===== src/hw/rtl/cfd_pkg.sv =====
// Package for the command frame deframer: parse phases, field widths,
// register map and the frame hand-off struct. No dependencies.
package cfd_pkg;

    localparam int BYTE_W     = 8;
    localparam int LEN_OUT_W  = 6;
    localparam int POS_W      = 5;
    localparam int HELD_LEN_W = 7;
    localparam int CFG_AW     = 4;
    localparam int CFG_DW     = 32;

    localparam logic [BYTE_W-1:0] IDLE_SAT = 8'hFF;

    localparam logic [1:0] REG_FIRST_HEADER  = 2'd0;
    localparam logic [1:0] REG_SECOND_HEADER = 2'd1;
    localparam logic [1:0] REG_IDLE_LIMIT    = 2'd2;

    localparam logic [BYTE_W-1:0] FIRST_HEADER_RST  = 8'hAA;
    localparam logic [BYTE_W-1:0] SECOND_HEADER_RST = 8'h55;
    localparam logic [BYTE_W-1:0] IDLE_LIMIT_RST    = 8'd5;

    typedef enum logic [5:0] {
        PH_HDR1 = 6'b000001,
        PH_HDR2 = 6'b000010,
        PH_CMD  = 6'b000100,
        PH_LEN  = 6'b001000,
        PH_DATA = 6'b010000,
        PH_SUM  = 6'b100000
    } phase_t;

    typedef enum logic [2:0] {
        E_IDLE = 3'b001,
        E_READ = 3'b010,
        E_LOAD = 3'b100
    } emit_state_t;

    // Good frame from the parser to the readout engine
    typedef struct packed {
        logic                  valid;
        logic [BYTE_W-1:0]     command;
        logic [HELD_LEN_W-1:0] length;
    } frame_t;

    typedef struct packed {
        logic [BYTE_W-1:0] first_header;
        logic [BYTE_W-1:0] second_header;
        logic [BYTE_W-1:0] idle_limit;
    } cfg_t;

endpackage


===== src/hw/rtl/cfd_channels.sv =====
// Valid/ready channel interfaces for the deframer input and result words.
// Depends on cfd_pkg for field widths.
interface cfd_in_if
    import cfd_pkg::*;
();
    logic              valid;
    logic              ready;
    logic              cmd;
    logic [BYTE_W-1:0] rx_byte;

    modport source (output valid, output cmd, output rx_byte, input ready);
    modport sink   (input valid, input cmd, input rx_byte, output ready);
endinterface

interface cfd_out_if
    import cfd_pkg::*;
();
    logic                 valid;
    logic                 ready;
    logic [BYTE_W-1:0]    frame_command;
    logic [LEN_OUT_W-1:0] frame_length;
    logic [BYTE_W-1:0]    payload_byte;
    logic [POS_W-1:0]     byte_position;
    logic                 last_of_run;

    modport source (output valid, output frame_command, output frame_length,
                    output payload_byte, output byte_position, output last_of_run,
                    input ready);
    modport sink   (input valid, input frame_command, input frame_length,
                    input payload_byte, input byte_position, input last_of_run,
                    output ready);
endinterface


===== src/hw/rtl/cfd_ram.sv =====
// Generic single-write, single-read synchronous RAM with registered read data.
// No dependencies.
module cfd_ram #(
    parameter int WIDTH = 8,
    parameter int DEPTH = 32
) (
    input  logic                     clk,
    input  logic                     we,
    input  logic [$clog2(DEPTH)-1:0] waddr,
    input  logic [WIDTH-1:0]         wdata,
    input  logic                     re,
    input  logic [$clog2(DEPTH)-1:0] raddr,
    output logic [WIDTH-1:0]         rdata
);

    logic [WIDTH-1:0] mem [DEPTH];
    logic [WIDTH-1:0] rdata_reg;

    always_ff @(posedge clk)
    begin
        if (we)
        begin
            mem[waddr] <= wdata;
        end
        if (re)
        begin
            rdata_reg <= mem[raddr];
        end
    end

    assign rdata = rdata_reg;

endmodule


===== src/hw/rtl/cfd_parser.sv =====
// Frame parser: header hunt, checksum, idle timeout, payload writes to the RAM.
// Depends on cfd_pkg.
module cfd_parser
    import cfd_pkg::*;
#(
    parameter int PAYLOAD_MAX = 32
) (
    input  logic                           clk,
    input  logic                           rst_n,
    input  cfg_t                           cfg,
    input  logic                           accept,
    input  logic                           cmd,
    input  logic [BYTE_W-1:0]              rx_byte,
    output logic                           ram_we,
    output logic [$clog2(PAYLOAD_MAX)-1:0] ram_waddr,
    output logic [BYTE_W-1:0]              ram_wdata,
    output frame_t                         frame
);

    localparam int AW = $clog2(PAYLOAD_MAX);
    localparam int FW = $clog2(PAYLOAD_MAX + 1);

    phase_t                phase_reg, phase_next;
    logic [BYTE_W-1:0]     command_reg, command_next;
    logic [HELD_LEN_W-1:0] length_reg, length_next;
    logic [FW-1:0]         fill_reg, fill_next;
    logic [BYTE_W-1:0]     xor_reg, xor_next;
    logic [BYTE_W-1:0]     idle_reg, idle_next;
    logic [BYTE_W-1:0]     idle_inc;
    logic [FW-1:0]         fill_inc;

    assign idle_inc  = (idle_reg == IDLE_SAT) ? IDLE_SAT : idle_reg + 8'd1;
    assign fill_inc  = fill_reg + FW'(1);
    assign ram_waddr = fill_reg[AW-1:0];
    assign ram_wdata = rx_byte;

    always_comb
    begin
        phase_next    = phase_reg;
        command_next  = command_reg;
        length_next   = length_reg;
        fill_next     = fill_reg;
        xor_next      = xor_reg;
        idle_next     = idle_reg;
        ram_we        = 1'b0;
        frame.valid   = 1'b0;
        frame.command = command_reg;
        frame.length  = length_reg;
        if (accept)
        begin
            if (cmd)
            begin
                if (phase_reg != PH_HDR1)
                begin
                    if (idle_inc > cfg.idle_limit)
                    begin
                        // timeout: drop the partial frame
                        phase_next   = PH_HDR1;
                        command_next = '0;
                        length_next  = '0;
                        fill_next    = '0;
                        xor_next     = '0;
                        idle_next    = '0;
                    end
                    else
                    begin
                        idle_next = idle_inc;
                    end
                end
            end
            else
            begin
                idle_next = '0;
                unique case (phase_reg)
                    PH_HDR1:
                    begin
                        if (rx_byte == cfg.first_header)
                        begin
                            xor_next   = rx_byte;
                            phase_next = PH_HDR2;
                        end
                    end
                    PH_HDR2:
                    begin
                        if (rx_byte == cfg.second_header)
                        begin
                            xor_next   = xor_reg ^ rx_byte;
                            phase_next = PH_CMD;
                        end
                        else if (rx_byte == cfg.first_header)
                        begin
                            xor_next = rx_byte;
                        end
                        else
                        begin
                            phase_next = PH_HDR1;
                        end
                    end
                    PH_CMD:
                    begin
                        command_next = rx_byte;
                        xor_next     = xor_reg ^ rx_byte;
                        phase_next   = PH_LEN;
                    end
                    PH_LEN:
                    begin
                        xor_next  = xor_reg ^ rx_byte;
                        fill_next = '0;
                        if (rx_byte > BYTE_W'(PAYLOAD_MAX))
                        begin
                            phase_next = PH_HDR1;
                        end
                        else
                        begin
                            length_next = rx_byte[HELD_LEN_W-1:0];
                            phase_next  = (rx_byte == '0) ? PH_SUM : PH_DATA;
                        end
                    end
                    PH_DATA:
                    begin
                        ram_we    = 1'b1;
                        fill_next = fill_inc;
                        xor_next  = xor_reg ^ rx_byte;
                        if (HELD_LEN_W'(fill_inc) >= length_reg)
                        begin
                            phase_next = PH_SUM;
                        end
                    end
                    PH_SUM:
                    begin
                        frame.valid = (rx_byte == xor_reg);
                        phase_next  = PH_HDR1;
                    end
                    default:
                    begin
                        phase_next = PH_HDR1;
                    end
                endcase
            end
        end
    end

    always_ff @(posedge clk or negedge rst_n)
    begin
        if (!rst_n)
        begin
            phase_reg   <= PH_HDR1;
            command_reg <= '0;
            length_reg  <= '0;
            fill_reg    <= '0;
            xor_reg     <= '0;
            idle_reg    <= '0;
        end
        else
        begin
            phase_reg   <= phase_next;
            command_reg <= command_next;
            length_reg  <= length_next;
            fill_reg    <= fill_next;
            xor_reg     <= xor_next;
            idle_reg    <= idle_next;
        end
    end

endmodule


===== src/hw/rtl/cfd_emit.sv =====
// Readout engine: reads a good frame's payload from the RAM and drives the
// result channel through an output register. Depends on cfd_pkg, cfd_out_if.
module cfd_emit
    import cfd_pkg::*;
#(
    parameter int PAYLOAD_MAX = 32
) (
    input  logic                           clk,
    input  logic                           rst_n,
    input  frame_t                         frame,
    output logic                           busy,
    output logic                           ram_re,
    output logic [$clog2(PAYLOAD_MAX)-1:0] ram_raddr,
    input  logic [BYTE_W-1:0]              ram_rdata,
    cfd_out_if.source                      out_ch
);

    localparam int AW = $clog2(PAYLOAD_MAX);
    localparam int FW = $clog2(PAYLOAD_MAX + 1);

    emit_state_t           state_reg, state_next;
    logic [FW-1:0]         idx_reg, idx_next;
    logic                  empty_reg, empty_next;
    logic [BYTE_W-1:0]     command_reg, command_next;
    logic [HELD_LEN_W-1:0] length_reg, length_next;
    logic                  ovalid_reg, ovalid_next;
    logic [BYTE_W-1:0]     ocmd_reg, ocmd_next;
    logic [LEN_OUT_W-1:0]  olen_reg, olen_next;
    logic [BYTE_W-1:0]     obyte_reg, obyte_next;
    logic [POS_W-1:0]      opos_reg, opos_next;
    logic                  olast_reg, olast_next;
    logic                  out_free;
    logic                  is_last;
    logic [FW-1:0]         idx_inc;
    logic [POS_W+FW-1:0]   idx_wide;

    assign out_free  = !ovalid_reg || out_ch.ready;
    assign idx_inc   = idx_reg + FW'(1);
    assign idx_wide  = {{POS_W{1'b0}}, idx_reg};
    assign is_last   = empty_reg || (HELD_LEN_W'(idx_inc) == length_reg);
    assign ram_re    = (state_reg == E_READ);
    assign ram_raddr = idx_reg[AW-1:0];
    assign busy      = (state_reg != E_IDLE);

    always_comb
    begin
        state_next   = state_reg;
        idx_next     = idx_reg;
        empty_next   = empty_reg;
        command_next = command_reg;
        length_next  = length_reg;
        ovalid_next  = ovalid_reg && !out_ch.ready;
        ocmd_next    = ocmd_reg;
        olen_next    = olen_reg;
        obyte_next   = obyte_reg;
        opos_next    = opos_reg;
        olast_next   = olast_reg;
        unique case (state_reg)
            E_IDLE:
            begin
                if (frame.valid)
                begin
                    idx_next     = '0;
                    command_next = frame.command;
                    length_next  = frame.length;
                    empty_next   = (frame.length == '0);
                    state_next   = (frame.length == '0) ? E_LOAD : E_READ;
                end
            end
            E_READ:
            begin
                state_next = E_LOAD;
            end
            E_LOAD:
            begin
                // hold the RAM word until the output register frees up
                if (out_free)
                begin
                    ovalid_next = 1'b1;
                    ocmd_next   = command_reg;
                    olen_next   = length_reg[LEN_OUT_W-1:0];
                    obyte_next  = empty_reg ? '0 : ram_rdata;
                    opos_next   = idx_wide[POS_W-1:0];
                    olast_next  = is_last;
                    idx_next    = idx_inc;
                    state_next  = is_last ? E_IDLE : E_READ;
                end
            end
            default:
            begin
                state_next = E_IDLE;
            end
        endcase
    end

    always_ff @(posedge clk or negedge rst_n)
    begin
        if (!rst_n)
        begin
            state_reg  <= E_IDLE;
            ovalid_reg <= 1'b0;
            idx_reg    <= '0;
            empty_reg  <= 1'b0;
        end
        else
        begin
            state_reg  <= state_next;
            ovalid_reg <= ovalid_next;
            idx_reg    <= idx_next;
            empty_reg  <= empty_next;
        end
    end

    always_ff @(posedge clk)
    begin
        command_reg <= command_next;
        length_reg  <= length_next;
        ocmd_reg    <= ocmd_next;
        olen_reg    <= olen_next;
        obyte_reg   <= obyte_next;
        opos_reg    <= opos_next;
        olast_reg   <= olast_next;
    end

    assign out_ch.valid         = ovalid_reg;
    assign out_ch.frame_command = ocmd_reg;
    assign out_ch.frame_length  = olen_reg;
    assign out_ch.payload_byte  = obyte_reg;
    assign out_ch.byte_position = opos_reg;
    assign out_ch.last_of_run   = olast_reg;

endmodule


===== src/hw/rtl/command_frame_deframer_unit.sv =====
// Top level of the command frame deframer: APB registers, parser, payload RAM
// and readout engine. Depends on cfd_pkg, cfd_channels, cfd_ram, cfd_parser, cfd_emit.
//
//  channel   dir  handshake       payload
//  in_ch     in   valid/ready     cmd, rx_byte
//  out_ch    out  valid/ready     frame_command, frame_length, payload_byte,
//                                 byte_position, last_of_run
//  apb       in   psel/penable    paddr, pwdata, prdata (pready tied high)
//
// An input word (byte or tick) is taken whenever in_ch.valid is high and the engine is idle.
// A good checksum byte hands the frame to the readout engine; in_ch.ready stays
// low while it works: a RAM read state, then an output load state, per payload
// byte, and only the load state for an empty payload; loading waits on out_ch.ready.
// The last result word may still sit in the output register when input resumes.
// rst_n clears the parser, the engine and the registers; the RAM needs no clear.
module command_frame_deframer_unit
    import cfd_pkg::*;
#(
    parameter int PAYLOAD_MAX = 32
) (
    input  logic              clk,
    input  logic              rst_n,
    input  logic              psel,
    input  logic              penable,
    input  logic              pwrite,
    input  logic [CFG_AW-1:0] paddr,
    input  logic [CFG_DW-1:0] pwdata,
    output logic [CFG_DW-1:0] prdata,
    output logic              pready,
    cfd_in_if.sink            in_ch,
    cfd_out_if.source         out_ch
);

    localparam int AW = $clog2(PAYLOAD_MAX);

    cfg_t              cfg_reg;
    frame_t            frame;
    logic              busy;
    logic              accept;
    logic              ram_we;
    logic [AW-1:0]     ram_waddr;
    logic [BYTE_W-1:0] ram_wdata;
    logic              ram_re;
    logic [AW-1:0]     ram_raddr;
    logic [BYTE_W-1:0] ram_rdata;
    logic              cfg_write;

    assign pready    = 1'b1;
    assign cfg_write = psel && penable && pwrite;

    always_ff @(posedge clk or negedge rst_n)
    begin
        if (!rst_n)
        begin
            cfg_reg.first_header  <= FIRST_HEADER_RST;
            cfg_reg.second_header <= SECOND_HEADER_RST;
            cfg_reg.idle_limit    <= IDLE_LIMIT_RST;
        end
        else if (cfg_write)
        begin
            unique case (paddr[3:2])
                REG_FIRST_HEADER:  cfg_reg.first_header  <= pwdata[BYTE_W-1:0];
                REG_SECOND_HEADER: cfg_reg.second_header <= pwdata[BYTE_W-1:0];
                REG_IDLE_LIMIT:    cfg_reg.idle_limit    <= pwdata[BYTE_W-1:0];
                default:           ;
            endcase
        end
    end

    always_comb
    begin
        unique case (paddr[3:2])
            REG_FIRST_HEADER:  prdata = CFG_DW'(cfg_reg.first_header);
            REG_SECOND_HEADER: prdata = CFG_DW'(cfg_reg.second_header);
            REG_IDLE_LIMIT:    prdata = CFG_DW'(cfg_reg.idle_limit);
            default:           prdata = '0;
        endcase
    end

    // stall input while a frame is read out
    assign in_ch.ready = !busy;
    assign accept      = in_ch.valid && !busy;

    cfd_parser #(
        .PAYLOAD_MAX(PAYLOAD_MAX)
    ) u_parser (
        .clk      (clk),
        .rst_n    (rst_n),
        .cfg      (cfg_reg),
        .accept   (accept),
        .cmd      (in_ch.cmd),
        .rx_byte  (in_ch.rx_byte),
        .ram_we   (ram_we),
        .ram_waddr(ram_waddr),
        .ram_wdata(ram_wdata),
        .frame    (frame)
    );

    cfd_ram #(
        .WIDTH(BYTE_W),
        .DEPTH(PAYLOAD_MAX)
    ) u_payload_ram (
        .clk  (clk),
        .we   (ram_we),
        .waddr(ram_waddr),
        .wdata(ram_wdata),
        .re   (ram_re),
        .raddr(ram_raddr),
        .rdata(ram_rdata)
    );

    cfd_emit #(
        .PAYLOAD_MAX(PAYLOAD_MAX)
    ) u_emit (
        .clk      (clk),
        .rst_n    (rst_n),
        .frame    (frame),
        .busy     (busy),
        .ram_re   (ram_re),
        .ram_raddr(ram_raddr),
        .ram_rdata(ram_rdata),
        .out_ch   (out_ch)
    );

endmodule

===== src/flat_wrapper.sv =====
// flat-port wrapper written by rule: the top's interface ports become plain ports
module command_frame_deframer_unit_flat import cfd_pkg::*;
#(
    parameter int PAYLOAD_MAX = 32
)
  (clk, rst_n, psel, penable, pwrite, paddr, pwdata, prdata, pready, in_ch_valid, in_ch_cmd, in_ch_rx_byte, in_ch_ready, out_ch_valid, out_ch_frame_command, out_ch_frame_length, out_ch_payload_byte, out_ch_byte_position, out_ch_last_of_run, out_ch_ready);
  cfd_in_if in_ch_i ();
  cfd_out_if out_ch_i ();
  input  logic clk;
  input  logic rst_n;
  input  logic psel;
  input  logic penable;
  input  logic pwrite;
  input  logic [CFG_AW-1:0] paddr;
  input  logic [CFG_DW-1:0] pwdata;
  output logic [CFG_DW-1:0] prdata;
  output logic pready;
  input wire logic [$bits(in_ch_i.valid)-1:0] in_ch_valid;
  input wire logic [$bits(in_ch_i.cmd)-1:0] in_ch_cmd;
  input wire logic [$bits(in_ch_i.rx_byte)-1:0] in_ch_rx_byte;
  output wire logic [$bits(in_ch_i.ready)-1:0] in_ch_ready;
  output wire logic [$bits(out_ch_i.valid)-1:0] out_ch_valid;
  output wire logic [$bits(out_ch_i.frame_command)-1:0] out_ch_frame_command;
  output wire logic [$bits(out_ch_i.frame_length)-1:0] out_ch_frame_length;
  output wire logic [$bits(out_ch_i.payload_byte)-1:0] out_ch_payload_byte;
  output wire logic [$bits(out_ch_i.byte_position)-1:0] out_ch_byte_position;
  output wire logic [$bits(out_ch_i.last_of_run)-1:0] out_ch_last_of_run;
  input wire logic [$bits(out_ch_i.ready)-1:0] out_ch_ready;
  assign in_ch_i.valid = in_ch_valid;
  assign in_ch_i.cmd = in_ch_cmd;
  assign in_ch_i.rx_byte = in_ch_rx_byte;
  assign in_ch_ready = in_ch_i.ready;
  assign out_ch_valid = out_ch_i.valid;
  assign out_ch_frame_command = out_ch_i.frame_command;
  assign out_ch_frame_length = out_ch_i.frame_length;
  assign out_ch_payload_byte = out_ch_i.payload_byte;
  assign out_ch_byte_position = out_ch_i.byte_position;
  assign out_ch_last_of_run = out_ch_i.last_of_run;
  assign out_ch_i.ready = out_ch_ready;
  command_frame_deframer_unit #(.PAYLOAD_MAX(PAYLOAD_MAX)) u_core (.clk(clk), .rst_n(rst_n), .psel(psel), .penable(penable), .pwrite(pwrite), .paddr(paddr), .pwdata(pwdata), .prdata(prdata), .pready(pready), .in_ch(in_ch_i), .out_ch(out_ch_i));
endmodule

===== config.mk =====
export PLATFORM = sky130hd
export DESIGN_NAME = command_frame_deframer_unit_flat
export DESIGN_NICKNAME = d
export VERILOG_FILES = /design/src/hw/rtl/cfd_pkg.sv /design/src/hw/rtl/cfd_channels.sv /design/src/hw/rtl/cfd_ram.sv /design/src/hw/rtl/cfd_parser.sv /design/src/hw/rtl/cfd_emit.sv /design/src/hw/rtl/command_frame_deframer_unit.sv /design/src/flat_wrapper.sv
export SDC_FILE = /design/constraint.sdc
export NUM_CORES = 1
export LEC_CHECK = 0
export BUFFER_PORTS_ARGS = -buffer_cell sky130_fd_sc_hd__buf_2
export CAP_MARGIN = 15
export CORE_MARGIN = 3
export CORE_UTILIZATION = 35
export CTS_BUF_LIST = sky130_fd_sc_hd__clkbuf_8
export DETAILED_ROUTE_END_ITERATION = 10
export GPL_ROUTABILITY_DRIVEN = 0
export PLACE_DENSITY_LB_ADDON = 0.1
export SLEW_MARGIN = 40
export SYNTH_ARGS = -nofsm -noshare
export SYNTH_HDL_FRONTEND = slang
export SYNTH_SLANG_ARGS = --single-unit

===== constraint.sdc =====
create_clock -name clk -period 4.3 [get_ports clk]
set_input_delay 0.215 -clock clk [delete_from_list [all_inputs] [get_ports clk]]
set_output_delay 0.215 -clock clk [all_outputs]
set_load 0.01 [all_outputs]

==> results of run 1 <==
-- final timing paths --
path	to	from	slack (ps)
min in group asynchronous	u_core.u_emit.idx_reg[3]	rst_n	180
max in group asynchronous	u_core.cfg_reg[10]	rst_n	3150
min	u_core.u_parser.xor_reg[5]	in_ch_rx_byte[5]	70
min reg2reg	u_core.u_emit.out_ch.frame_command[7]	u_core.u_emit.command_reg[7]	420
max	u_core.u_parser.fill_reg[5]	u_core.u_parser.idle_reg[0]	620
max reg2reg	u_core.u_parser.fill_reg[5]	u_core.u_parser.idle_reg[0]	620
-- stage by stage --
step / cell area (µm²) / hold WS (ps) / total power, mW / setup slack, ps / std cells
6_report: 19100 / 66.8 / 7.98 / 622 / 1808
5_1_grt: 19100 / 45.9 / 8.38 / 332 / 1808
4_1_cts: 19100 / 22.6 / 8.12 / 613 / 1808
3_5_place_dp: 17800 / 282 / 5.05 / 611 / 1678
3_3_place_gp: 17800 / 285 / 5.03 / 570 / 1678
2_1_floorplan: 16700 / -80.6 / 4.82 / 967 / 1021
-- final cells by class --
cell class / count / share of cell area, %
clock inverters: 49 / 1.07
multi-input cells: 539 / 26.1
clock buffers: 71 / 5.11
repair buffers: 133 / 4.74
inverters: 24 / 0.471
well taps: 607 / 3.97
flip-flops and latches: 385 / 58.5
-- power by group --
part | leakage [nW] | total [mW] | internal, mW | switching [mW]
Clock | 0.688 | 3.01 | 1.53 | 1.48
Sequential | 3.77 | 4.29 | 4.17 | 0.126
Combinational | 2.42 | 0.679 | 0.302 | 0.378
-- layer usage --
layer	track usage, %	share of wire, %	vias to the layer above	routed length (µm)
li1	-	-	4132	-
met1	22.1	45	4642	18000
met2	27.1	49	178	19800
met3	3.22	3.3	70	1330
met4	4.68	2.2	0	866
met5	0	0	-	0
-- cell families after synthesis --
family	share of synthesized area, %
adder cells (fa/ha/maj)	1.51
multiplexers	14.3
flip-flops	67.5
other	0.0453
AND/OR/NAND/NOR	6.87
XOR/XNOR	2.17
buffers and inverters	3.00
AO/OA/AOI/OAI	4.60
-- cells in the mapped netlist, drive strengths merged, types with 16 or more instances --
library cell	count	share of area [%]
clkbuf	24	0.54
inv	24	0.54
nand2b	19	0.72
mux2	42	2.9
xnor2	25	1.3
nor2b	24	0.91
edfxtp	307	56
ha	20	1.5
nand2	40	0.91
nor2	55	1.3
a21oi	21	0.82
buf	49	1.9
dfrtp	66	10
o21ai	32	1.0
mux4	80	11
xor2	16	0.85
-- cells in the final DEF (no fill, tap or decap), types with 25 or more instances in the layout --
cell / instances
sky130_fd_sc_hd__o21ai_0: 29
sky130_fd_sc_hd__nor2_1: 54
sky130_fd_sc_hd__buf_4: 58
sky130_fd_sc_hd__inv_1: 48
sky130_fd_sc_hd__conb_1: 25
sky130_fd_sc_hd__edfxtp_1: 307
sky130_fd_sc_hd__dfrtp_1: 64
sky130_fd_sc_hd__clkbuf_8: 71
sky130_fd_sc_hd__mux2_2: 41
sky130_fd_sc_hd__buf_2: 62
sky130_fd_sc_hd__mux4_2: 80
sky130_fd_sc_hd__xnor2_1: 25
sky130_fd_sc_hd__nand2_1: 40
==> results.sh, run 1 <==
export IMPL_n_fill_cell=4307
export IMPL_grt_first_pass_wirelength_um=61000
export IMPL_yosysSeqAreaShare_pct=67.5
export IMPL_fin_crit_share_pct=85.5
export IMPL_grt_start_max_net_pins=48
export IMPL_maxClockFrequency_mhz=272
export IMPL_clk_insertion_delay_late_ps=600
export IMPL_tritoncts_clock_tree="done"
export IMPL_cts_stage_hold_buffer_count=10
export IMPL_crit_chain="ha_1 -> and3_1 -> and3_1 -> nand3_1 -> and2_1 -> ha_1 -> nand4_1 -> nor2_1 -> a2bb2oi_1 -> nand2_1 -> o311ai_1 -> mux2_2"
export IMPL_clk_transition_reported_paths_ps=60
export IMPL_syn_avg_cell_area_um2=16.6
export IMPL_total_setup_buffers_inserted_after_cts=0
export IMPL_total_die_area_um2=50000
export IMPL_setup_viol=0
export IMPL_finalNetCount=1223
export IMPL_largest_register_ffs=256
export IMPL_num_rows=79
export IMPL_cts_root_to_sink_buffers=3
export IMPL_start_util_pct=35.5
export IMPL_clock_sinks=385
export IMPL_tightest_slew_ps=749
export IMPL_ys_warnings_count=0
export IMPL_drcViolationCount=0
export IMPL_critical_path_max_stage_delay_ps=390
export IMPL_rsz0062_at_grt="false"
export IMPL_cap_viol_max_count=0
export IMPL_totalWireLength_um=40000
export IMPL_number_of_diodes_added_for_antenna_fixing=0
export IMPL_criticalPathCategory="reg -> reg"
export IMPL_first_pass_iters=4
export IMPL_syn_to_final_growth_pct=15.4
export IMPL_status="finished, final reports clean"
export IMPL_max_slew_margin_rel_pct=49.6
export IMPL_pwr_density_cell_nw_per_um2=417
export IMPL_place_port_buffers=63
export IMPL_ff_latch_area_um2=11200
export IMPL_synth_seq_cells=385
export IMPL_ys_flop_type="sky130_fd_sc_hd__edfxtp_1"
export IMPL_timing_critical_path_depth=12
export IMPL_via_per_inst=4.99
export IMPL_drt_wirelength_per_cell_um=22.1
export IMPL_ys_async_sr_fraction_pct=20.3
export IMPL_multi_input_comb_area_um2=5000
export IMPL_core_area_um2=46700
export IMPL_required_time_reported_for_the_critical_path_endpoint_ps=4790
export IMPL_globalRouteOverflowTotal=0
export IMPL_vias=9022
export IMPL_antenna_violating_nets_post_route=0
export IMPL_r2r_worst_path_cells=12
export IMPL_cp_num_buf_inv=0
export IMPL_synth_cell_types=71
export IMPL_io_pins=115
export IMPL_cts_root_buffer_cell="sky130_fd_sc_hd__clkbuf_8"
export IMPL_fp_dieW_um=224
export IMPL_cts_buffers_inserted=68
export IMPL_p_leak_nw=6.87
export IMPL_skew_ps=20.9
export IMPL_antenna_violations_before_repair=2
export IMPL_critPathLaunchType="flip-flop"
export IMPL_slowest_stage_cell_on_the_critical_path="sky130_fd_sc_hd__dfrtp_1"
export IMPL_syn_cell_area_um2=16600
export IMPL_h_tree_depth=3
export IMPL_post_route_util_pct=41.0
export IMPL_dp_final_hpwl_um=26200
export IMPL_arrival_ps=4170
export IMPL_worst_ir_drop_vdd_uv=194
export IMPL_post_cts_resize_count=0
export IMPL_setup_tns_final_ps=0
export IMPL_final_layout_size_suffix_gt1_share_pct=30.1
export IMPL_path_max_fanout=11
export IMPL_path_delay_family="simple AND/OR/NAND/NOR gates"
export IMPL_finalHoldViolCount=0
export IMPL_synthCells=998
export IMPL_number_of_enable_type_register_cells_in_the_synthesized_netlist=307
export IMPL_period_minus_slack_ps=3680
export IMPL_timing_max_transition_violations_final=0
export IMPL_via_count_of_the_first_global_routing_pass=9426
export IMPL_die_height_um=224
export IMPL_gr_usage_all_layers_pct=16.3
export IMPL_worstSetupEndpointType="flip-flop"
export IMPL_min_delay_path_class="in -> reg"
export IMPL_drtIter0Drc=535
export IMPL_hold_path_cell_count=2
(Power assumes the default switching activity.)
==> inputs of run 2 (changes only) <==
--- a/config.mk
+++ b/config.mk
@@ -8,7 +8,7 @@
 export BUFFER_PORTS_ARGS = -buffer_cell sky130_fd_sc_hd__buf_2
 export CAP_MARGIN = 15
 export CORE_MARGIN = 3
-export CORE_UTILIZATION = 35
+export CORE_UTILIZATION = 40
 export CTS_BUF_LIST = sky130_fd_sc_hd__clkbuf_8
 export DETAILED_ROUTE_END_ITERATION = 10
 export GPL_ROUTABILITY_DRIVEN = 0
==> results.sh, run 2 (same netlist as run 1, synthesis figures left out) <==
export IMPL_status="finished, final reports clean"
export IMPL_drt_wirelength_per_cell_um=22.0
export IMPL_io_pins=115
export IMPL_busiest_layer="met2"
export IMPL_core_area_um2=40400
export IMPL_arrival_ps=4220
export IMPL_critPathLaunchType="flip-flop"
export IMPL_mostFrequentLayoutCell="sky130_fd_sc_hd__edfxtp_1"
export IMPL_rsz0062_at_grt="false"
export IMPL_required_time_reported_for_the_critical_path_endpoint_ps=4780
export IMPL_layout_common_cells="sky130_fd_sc_hd__edfxtp_1, sky130_fd_sc_hd__mux4_2, sky130_fd_sc_hd__clkbuf_8"
export IMPL_clk_transition_reported_paths_ps=60
export IMPL_grt_util_met2_pct=27.3
export IMPL_period_minus_slack_ps=3740
export IMPL_place_port_buffers=63
export IMPL_finalHoldViolCount=0
export IMPL_drtIter0Drc=645
export IMPL_number_of_diodes_added_for_antenna_fixing=0
export IMPL_grtUsageMet3_pct=3.87
export IMPL_cap_viol_max_count=0
export IMPL_totalWireLength_um=38000
export IMPL_min_delay_path_class="in -> reg"
export IMPL_first_pass_iters=5
export IMPL_r2r_slack_ps=560
export IMPL_whs_ps=74.7
export IMPL_via_per_inst=5.25
export IMPL_final_layout_size_suffix_gt1_share_pct=30.2
export IMPL_min_to="u_core.u_payload_ram.mem[10][7]"
export IMPL_grt_start_max_net_pins=41
export IMPL_criticalPathCategory="reg -> reg"
export IMPL_antenna_violating_nets_post_route=0
export IMPL_critical_path_max_stage_delay_ps=440
export IMPL_syn_to_final_growth_pct=14.9
export IMPL_antenna_violations_before_repair=1
export IMPL_final_cells=1724
export IMPL_grt_first_pass_wirelength_um=58100
export IMPL_r2r_start="u_core.u_parser.idle_reg[0]"
export IMPL_h_tree_depth=3
export IMPL_tritoncts_clock_tree="done"
export IMPL_r2r_worst_path_cells=12
export IMPL_num_rows=73
export IMPL_vias=9059
export IMPL_cts_buffers_inserted=68
export IMPL_timing_max_transition_violations_final=0
export IMPL_fin_crit_share_pct=87.1
export IMPL_start_util_pct=41.1
export IMPL_multi_input_comb_area_um2=5000
export IMPL_setup_tns_final_ps=0
export IMPL_path_max_fanout=11
export IMPL_ff_latch_area_um2=11200
export IMPL_tightest_slew_ps=859
export IMPL_pwr_density_cell_nw_per_um2=419
export IMPL_hold_path_cell_count=1
export IMPL_worst_ir_drop_vdd_uv=242
export IMPL_finalNetCount=1223
export IMPL_dp_cells=1596
export IMPL_worstSetupEndpointType="flip-flop"
export IMPL_cts_root_to_sink_buffers=3
export IMPL_slowest_stage_cell_on_the_critical_path="sky130_fd_sc_hd__a21oi_1"
export IMPL_dp_final_hpwl_um=25200
export IMPL_total_die_area_um2=43900
export IMPL_clock_sinks=385
export IMPL_n_fill_cell=3543
export IMPL_total_setup_buffers_inserted_after_cts=0
export IMPL_skew_ps=28.5
export IMPL_drcViolationCount=0
export IMPL_largest_register_ffs=256
export IMPL_gr_usage_met1_pct=25.3
export IMPL_maxClockFrequency_mhz=267
export IMPL_worstHoldStart="in_ch_rx_byte[7]"
export IMPL_via_count_of_the_first_global_routing_pass=9205
export IMPL_crit_chain="ha_1 -> and3_1 -> and3_1 -> nand3_1 -> and2_1 -> ha_1 -> nand4_1 -> nor2_1 -> a2bb2oi_1 -> nor4_1 -> a21oi_1 -> mux2_2"
export IMPL_worst_r2r_endpoint="u_core.u_parser.phase_reg[5]"
export IMPL_globalRouteOverflowTotal=0
export IMPL_setup_viol=0
export IMPL_max_slew_margin_rel_pct=42.7
export IMPL_gr_usage_all_layers_pct=17.6
export IMPL_die_height_um=210
export IMPL_cts_root_buffer_cell="sky130_fd_sc_hd__clkbuf_8"
export IMPL_clk_insertion_delay_late_ps=590
export IMPL_fp_dieW_um=210
export IMPL_p_leak_nw=6.91
==> run 2: cell types whose count changed in the layout (fill, tap and decap cells not counted), sizes merged <==
cell / change
clkinv: -7
clkinvlp: -1
bufinv: +1
inv: +4
clkbuf: +1
==> run 2: worst max-delay path, delay by kind of cell (launching register included) <==
family / cells / cell delay (ps)
AO/OA/AOI/OAI: 2 / 790
adder cells (fa/ha/maj): 2 / 520
flip-flops: 1 / 400
AND/OR/NAND/NOR: 7 / 1510
multiplexers: 1 / 390
==> run 2: final cells by class <==
class / instances / share of cell area, %
repair buffers: 133 / 4.82
multi-input cells: 539 / 26.2
clock inverters: 46 / 1.08
clock buffers: 72 / 5.20
inverters: 24 / 0.473
well taps: 525 / 3.45
flip-flops and latches: 385 / 58.7
==> run 2: layer usage <==
| metal | vias to the layer above | part of all wire, % |
|---|---|---|
| met5 | - | 0 |
| met4 | 0 | 2.0 |
| met1 | 4650 | 46 |
| met2 | 222 | 47 |
| li1 | 4131 | - |
| met3 | 56 | 5.2 |
==> run 2: worst max path at each step <==
stage	from	endpoint	slack [ps]
2_1_floorplan	u_core.u_parser.idle_reg[0]	u_core.u_parser.fill_reg[5]	970
3_3_place_gp	u_core.u_parser.idle_reg[0]	u_core.u_parser.phase_reg[5]	610
3_5_place_dp	u_core.u_parser.idle_reg[0]	u_core.u_parser.phase_reg[5]	590
4_1_cts	u_core.u_parser.idle_reg[0]	u_core.u_parser.phase_reg[5]	570
5_1_grt	u_core.u_parser.idle_reg[0]	u_core.u_parser.phase_reg[5]	240
6_report	u_core.u_parser.idle_reg[0]	u_core.u_parser.phase_reg[5]	560
==> run 2: metrics by stage <==
step | power (mW) | utilization [%] | worst slack, ps | cell area [µm²]
floorplan | 4.82 | - | 967 | 16700
global placement | 5.04 | 44.0 | 608 | 17700
detailed placement | 5.05 | 44.0 | 592 | 17700
CTS | 8.10 | 47.2 | 567 | 19000
global route | 8.38 | 47.2 | 239 | 19100
finish | 7.99 | 47.2 | 556 | 19100
==> run 2: repair_timing <==
item / in CTS / in global routing
hold buffers: 10 / 0
gates resized for setup: 0 / 0
setup endpoints to repair: 0 / 0
hold endpoints to repair: 64 / 0
==> run 2: where the power goes <==
part | internal, mW | switching, mW
registers | 4.17 | 0.125
clock network | 1.59 | 1.42
logic | 0.307 | 0.378
total | 6.07 | 1.92
